$ cat config.mk
export PLATFORM = sky130hd
export DESIGN_NAME = ssvs_ctrl
export DESIGN_NICKNAME = d
export VERILOG_FILES = /design/src/design/ssvs_pkg.sv /design/src/design/ssvs_ctrl.sv
export VERILOG_INCLUDE_DIRS = /design/src /design/src/design
export SDC_FILE = /design/constraint.sdc
export NUM_CORES = 1
export LEC_CHECK = 0
export ABC_AREA = 1
export ABC_CLOCK_PERIOD_IN_PS = 1000
export BUFFER_PORTS_ARGS = -buffer_cell sky130_fd_sc_hd__buf_4
export CORE_AREA = 2 2 39 41
export CTS_CLUSTER_SIZE = 14
export DETAILED_ROUTE_END_ITERATION = 10
export DIE_AREA = 0 0 41 43
export PLACE_DENSITY = 0.68
export REMOVE_ABC_BUFFERS = 1
export SLEW_MARGIN = 5
export SYNTH_ARGS = -nofsm -noshare
export SYNTH_HDL_FRONTEND = slang
export SYNTH_SLANG_ARGS = --single-unit
$ cat constraint.sdc
create_clock -name clock -period 1 [get_ports clock]
set_clock_uncertainty 0.05 [all_clocks]
set_input_delay 0.15 -clock clock [delete_from_list [all_inputs] [get_ports clock]]
set_output_delay 0.15 -clock clock [all_outputs]
set_load 0.01 [all_outputs]
$ cat src/design/assert_macros.svh
// Assertion macros shared by the sparse vector store RTL.
`ifndef ASSERT_MACROS_SVH
`define ASSERT_MACROS_SVH

// Concurrent assertion on an explicit clock and reset.
`define ASSERT_CLK_RST(lbl, clk, rst, prop, msg) \
   lbl: assert property (@(posedge clk) disable iff (rst) prop) \
      else $error(msg);

// Concurrent assertion on the block clock and reset.
`define ASSERT_SYNC(lbl, prop, msg) \
   `ASSERT_CLK_RST(lbl, clock, reset, prop, msg)

`endif

$ cat src/design/ssvs_pkg.sv
// Shared constants, codes and control/status types of the sparse vector store.
`timescale 1ns / 1ps

package ssvs_pkg;

   localparam int CAPACITY   = 1024;
   localparam int INDEX_BITS = 32;
   localparam int VALUE_BITS = 64;

   localparam int ADDR_BITS = $clog2(CAPACITY);
   localparam int POS_BITS  = $clog2(CAPACITY + 1);

   localparam int KEY_PORT_BITS   = 32;
   localparam int VALUE_PORT_BITS = 64;

   localparam int LEN_BITS = 33;
   localparam int CMP_BITS = (INDEX_BITS > LEN_BITS) ? INDEX_BITS : LEN_BITS;
   localparam logic [LEN_BITS-1:0] LEN_RESET = LEN_BITS'(64'h1_0000_0000);

   localparam int CSR_ADDR_BITS = 4;
   localparam int CSR_DATA_BITS = 64;
   localparam int CSR_REG_SHIFT = 3;
   localparam int CSR_IDX_BITS  = CSR_ADDR_BITS - CSR_REG_SHIFT;
   localparam logic [CSR_IDX_BITS-1:0] REG_VECTOR_LENGTH = CSR_IDX_BITS'(0);

   localparam logic ACT_SET = 1'b0;
   localparam logic ACT_GET = 1'b1;

   typedef enum logic [1:0] {
      ST_OK       = 2'd0,
      ST_NO_VALUE = 2'd1,
      ST_RANGE    = 2'd2,
      ST_FULL     = 2'd3
   } status_type;

   // controller -> datapath
   typedef struct packed {
      logic load;
      logic probe;
      logic compare;
      logic check;
      logic write_value;
      logic start_del;
      logic start_ins;
      logic shift;
      logic shift_end;
      logic emit;
   } cmd_type;

   // datapath -> controller
   typedef struct packed {
      logic range_bad;
      logic search_open;
      logic found;
      logic is_get;
      logic val_zero;
      logic full;
      logic shift_done;
   } stat_type;

endpackage

$ cat src/design/ssvs_ctrl.sv
// Sequencer for lookup, update, tail shift and result hand-off.
`timescale 1ns / 1ps
`include "assert_macros.svh"

module ssvs_ctrl (
   input  logic              clock,
   input  logic              reset,
   input  logic              req_valid,
   output logic              req_stall,
   output logic              rsp_valid,
   input  logic              rsp_stall,
   input  ssvs_pkg::stat_type stat,
   output ssvs_pkg::cmd_type  cmd
);

   typedef enum logic [5:0] {
      S_IDLE  = 6'b000001,
      S_PROBE = 6'b000010,
      S_CMP   = 6'b000100,
      S_CHECK = 6'b001000,
      S_SHIFT = 6'b010000,
      S_DONE  = 6'b100000
   } state_type;

   state_type state_ff, state_in;
   logic      rsp_valid_ff, rsp_valid_in;

   always_comb begin
      state_in = state_ff;
      cmd      = '0;
      unique case (state_ff)
         S_IDLE: begin
            if (req_valid) begin
               cmd.load = 1'b1;
               state_in = S_PROBE;
            end
         end
         S_PROBE: begin
            if (stat.range_bad) begin
               state_in = S_DONE;
            end else begin
               cmd.probe = 1'b1;
               state_in  = stat.search_open ? S_CMP : S_CHECK;
            end
         end
         S_CMP: begin
            cmd.compare = 1'b1;
            state_in    = S_PROBE;
         end
         S_CHECK: begin
            cmd.check = 1'b1;
            if (!stat.is_get && stat.found && stat.val_zero) begin
               cmd.start_del = 1'b1;
               state_in      = S_SHIFT;
            end else if (!stat.is_get && !stat.found && !stat.val_zero && !stat.full) begin
               cmd.start_ins = 1'b1;
               state_in      = S_SHIFT;
            end else begin
               cmd.write_value = !stat.is_get && stat.found && !stat.val_zero;
               state_in        = S_DONE;
            end
         end
         S_SHIFT: begin
            cmd.shift = 1'b1;
            if (stat.shift_done) begin
               cmd.shift_end = 1'b1;
               state_in      = S_DONE;
            end
         end
         S_DONE: begin
            if (!rsp_valid_ff || !rsp_stall) begin
               cmd.emit = 1'b1;
               state_in = S_IDLE;
            end
         end
         default: state_in = S_IDLE;
      endcase
   end

   always_comb begin
      if (cmd.emit) begin
         rsp_valid_in = 1'b1;
      end else begin
         rsp_valid_in = rsp_valid_ff && rsp_stall;
      end
   end

   always_ff @(posedge clock) begin
      if (reset) begin
         state_ff     <= S_IDLE;
         rsp_valid_ff <= 1'b0;
      end else begin
         state_ff     <= state_in;
         rsp_valid_ff <= rsp_valid_in;
      end
   end

   assign req_stall = (state_ff != S_IDLE);
   assign rsp_valid = rsp_valid_ff;

   `ASSERT_SYNC(a_rsp_from_done, $rose(rsp_valid_ff) |-> $past(state_ff == S_DONE), "result without finished item")
   `ASSERT_SYNC(a_shift_leads_done, (state_ff == S_SHIFT) && stat.shift_done |=> state_ff == S_DONE, "shift did not finish")

endmodule

==> summary.md <==
| Metric | Value |
|---|---|
| Final WL | `roughly 1.7 mm` |
| Most frequent cell after synthesis | `nor2_1` |
| PortBufs | `22` |
| Pin count of the biggest net entering global routing | `8` |
| Violated checks | `negative setup slack` |
| Yosys warns | `0` |
| Layout cells sized above 1 | `between 60% and 70%` |
| Final antenna diode count | `0` |
| Hold Path Class | `input port to flip-flop` |
| Core area | `1380 sq um` |
| CP endpoint kind | `output pin` |
| Switching power share of the total | `35.4%` |
| Net Sw Power | `about 0.00038 W` |
| Max Slew Vio Count | `0` |
| Max_slew headroom | `between 80% and 90%` |
| Min Hold Slack | `~0.028 ns` |
| Global-route wire length before repair | `2.35 mm` |
| Vias per inst | `~5` |
| Worst-Skew Late Latency | `approximately 0.26 ns` |
| Placer's final routability congestion estimate | `roughly 0.81` |
| Total Power | `0.00106 W` |
| Final setup viols | `18` |
| Post-synthesis register bit count | `7` |
| CTS tree | `done` |
| Synthesized area | `489 sq um` |
| DP Worst Slack | `-0.228 ns` |
| Critical path data required time | `0.80 ns` |
| Post-synth top cells | `nor2_1 (13), inv_1 (12), nand2_1 (12)` |
| Power share of the combinational group | `43.0%` |
| Final Hold Vio Count | `0` |
| Via Count | `649` |
| Peak supply drop | `about 740 uV` |
| DRT antenna net count | `0` |
| Row count | `14` |
| Clock Sinks | `7` |
| Initial Util | `a little over a third` |
| Unrepaired setup endpoints after global routing | `true` |
| Die height | `43 microns` |
| Top cells by area, synth | `dfxtp_1 (29%), nor2_1 (10%), inv_1 (9.2%)` |
| Routed length per instance | `roughly 13 microns` |
| Area leader, netlist | `dfxtp_1` |
| Int Pwr | `between 0.0006 and 0.0007 W` |
| Post-Place Cells | `117` |
| Iteration-0 DRC count of the detailed router | `14` |
| Post-route insts no fill | `between 100 and 150` |
| Drt pass-1 iters | `4` |
| Cts bufs inserted | `3` |
| Setup CP Type | `flip-flop to output pin` |
| GRT Util Overall | `about a fifth` |
| Number of flops mapped to enable cells by yosys | `0` |
| DIE WIDTH | `roughly 40 microns` |
| Sequential cell area fraction in the yosys report | `between 20% and 30%` |
| Clk pin slew, worst setup/hold paths | `0.06 ns` |
| Mapped Cells | `between 70 and 80` |
| Maxcap violations | `0` |
| Pleak | `~0.45 nW` |
| Peak fanout along the critical path | `4` |
| Clock Tree Root | `clkbuf_4` |
| Asr flop ratio synth | `0%` |
| Tmin final | `1.54 ns` |
| Detailed Place HPWL | `~950 microns` |
| Sequential share of power | `a little under a third` |
| R2R Setup Slk | `-0.41 ns` |
| I/O pin count | `23` |
| Achievable frequency | `647 MHz` |
| Top_reg_cell synth | `dfxtp_1` |
| Placed Area | `719 sq um` |
| PwrDens | `around 1100 nW/um^2` |
| Longest Clk Path Bufs | `2` |
| CP startpoint kind | `flip-flop` |
| Clock network power share | `around 26%` |
| Vias in the first global route | `578` |
| # fillers | `~120` |
| Syn-to-layout area delta | `95.9%` |
| Status | `finished, violations left` |
| Worst Path Arrival | `between 1 and 1.5 ns` |
| Global route overflow | `0` |
| Die area | `between 1500 and 2000 sq um` |
| Nets | `about 130` |
| Drc violations | `0` |
| Synth cell types | `19` |
| Actual slew at the worst max-slew pin | `roughly 0.19 ns` |
| Initial antenna violation count | `0` |
| Post-route cell area | `between 900 and 1000 sq um` |
| Setup WS post-layout | `-0.544 ns` |
| Yosys top cell area share | `28.6%` |
| Syn Area/Cell | `6.70 sq um` |
| Period utilisation layout | `154%` |
| Max H-tree Level | `1` |
-- worst paths after layout --
kind | start | end | depth (start not counted)
min | stat[6] | state_ff[3] | 2
max | state_ff[5] | cmd[3] | 6
max reg2reg | state_ff[3] | state_ff[2] | 8
min reg2reg | rsp_valid | rsp_valid | 2
-- registers in the layout (all words and copies together), names as in the netlist --
name / flops
rsp_valid: 1
state_ff: 6
-- cell families after synthesis --
group / share of synthesized area [%]
and+or+nand+nor: 56.5
buffers and inverters: 9.97
DFF: 28.6
AOI/OAI and AO/OA: 4.86
-- metrics by stage --
step                      util, %  setup TNS [ns]
final                        69.3           -7.05
after global routing         69.3           -8.40
after CTS                    60.3           -5.78
after detailed placement     52.0           -2.63
after global placement       52.0           -2.40
after floorplan                 -           -1.06
-- worst max-delay path, cell delays in order, from the launching register on --
cell	delay, ns
dfxtp_2	0.34
nor2_4	0.17
nand2_4	0.08
nor2_4	0.12
inv_2	0.07
nor2_1	0.14
buf_4	0.16
-- power groups by stage --
stage / combinational [W] / clock, W / sequential, W
2_1_floorplan: 0.000171 / 0 / 0.000328
5_1_grt: 0.000494 / 0.000307 / 0.000333
3_3_place_gp: 0.000290 / 0 / 0.000329
4_1_cts: 0.000368 / 0.000278 / 0.000329
3_5_place_dp: 0.000291 / 0 / 0.000330
6_report: 0.000458 / 0.000275 / 0.000331
-- what timing repair did --
action                                  in CTS  in global routing
gates resized for setup                     13                 17
hold buffers                                 1                  0
setup buffers                                5                  5
endpoints found under the hold margin        1                  0
endpoints found under the setup margin      18                 18
pin swaps                                    4                  6
-- cell usage in the layout, fill, tap and decap left out, drive strengths merged --
cell | netlist | routed
inv | 13 | 13
dfxtp | 7 | 7
a21oi | 3 | 3
or2 | 1 | 1
buf | 0 | 38
nand4 | 3 | 3
nor2 | 21 | 21
clkbuf | 0 | 4
dlygate4sd3 | 0 | 1
nor4 | 1 | 1
nand3 | 7 | 7
nand3b | 1 | 1
nor3b | 1 | 1
nor3 | 1 | 1
o21ai | 1 | 1
nand2 | 13 | 13
-- layer usage --
layer	global-route usage [%]	part of all wire, %	wire (microns)
met1	23.2	42	692
met2	29.7	52	868
met3	3.14	3.4	56
met4	18.0	2.8	46
met5	0	0	0
-- final cells by class --
class	count	area (sq um)	share of cell area, %
Multi-Input combinational cell	53	389	40.6
Timing Repair Buffer	39	327	34.1
Sequential cell	7	148	15.4
Inverter	13	48.8	5.09
Clock buffer	4	26.3	2.74
Tap cell	16	20.0	2.09
No activity file was read; power rests on OpenSTA's default activity.
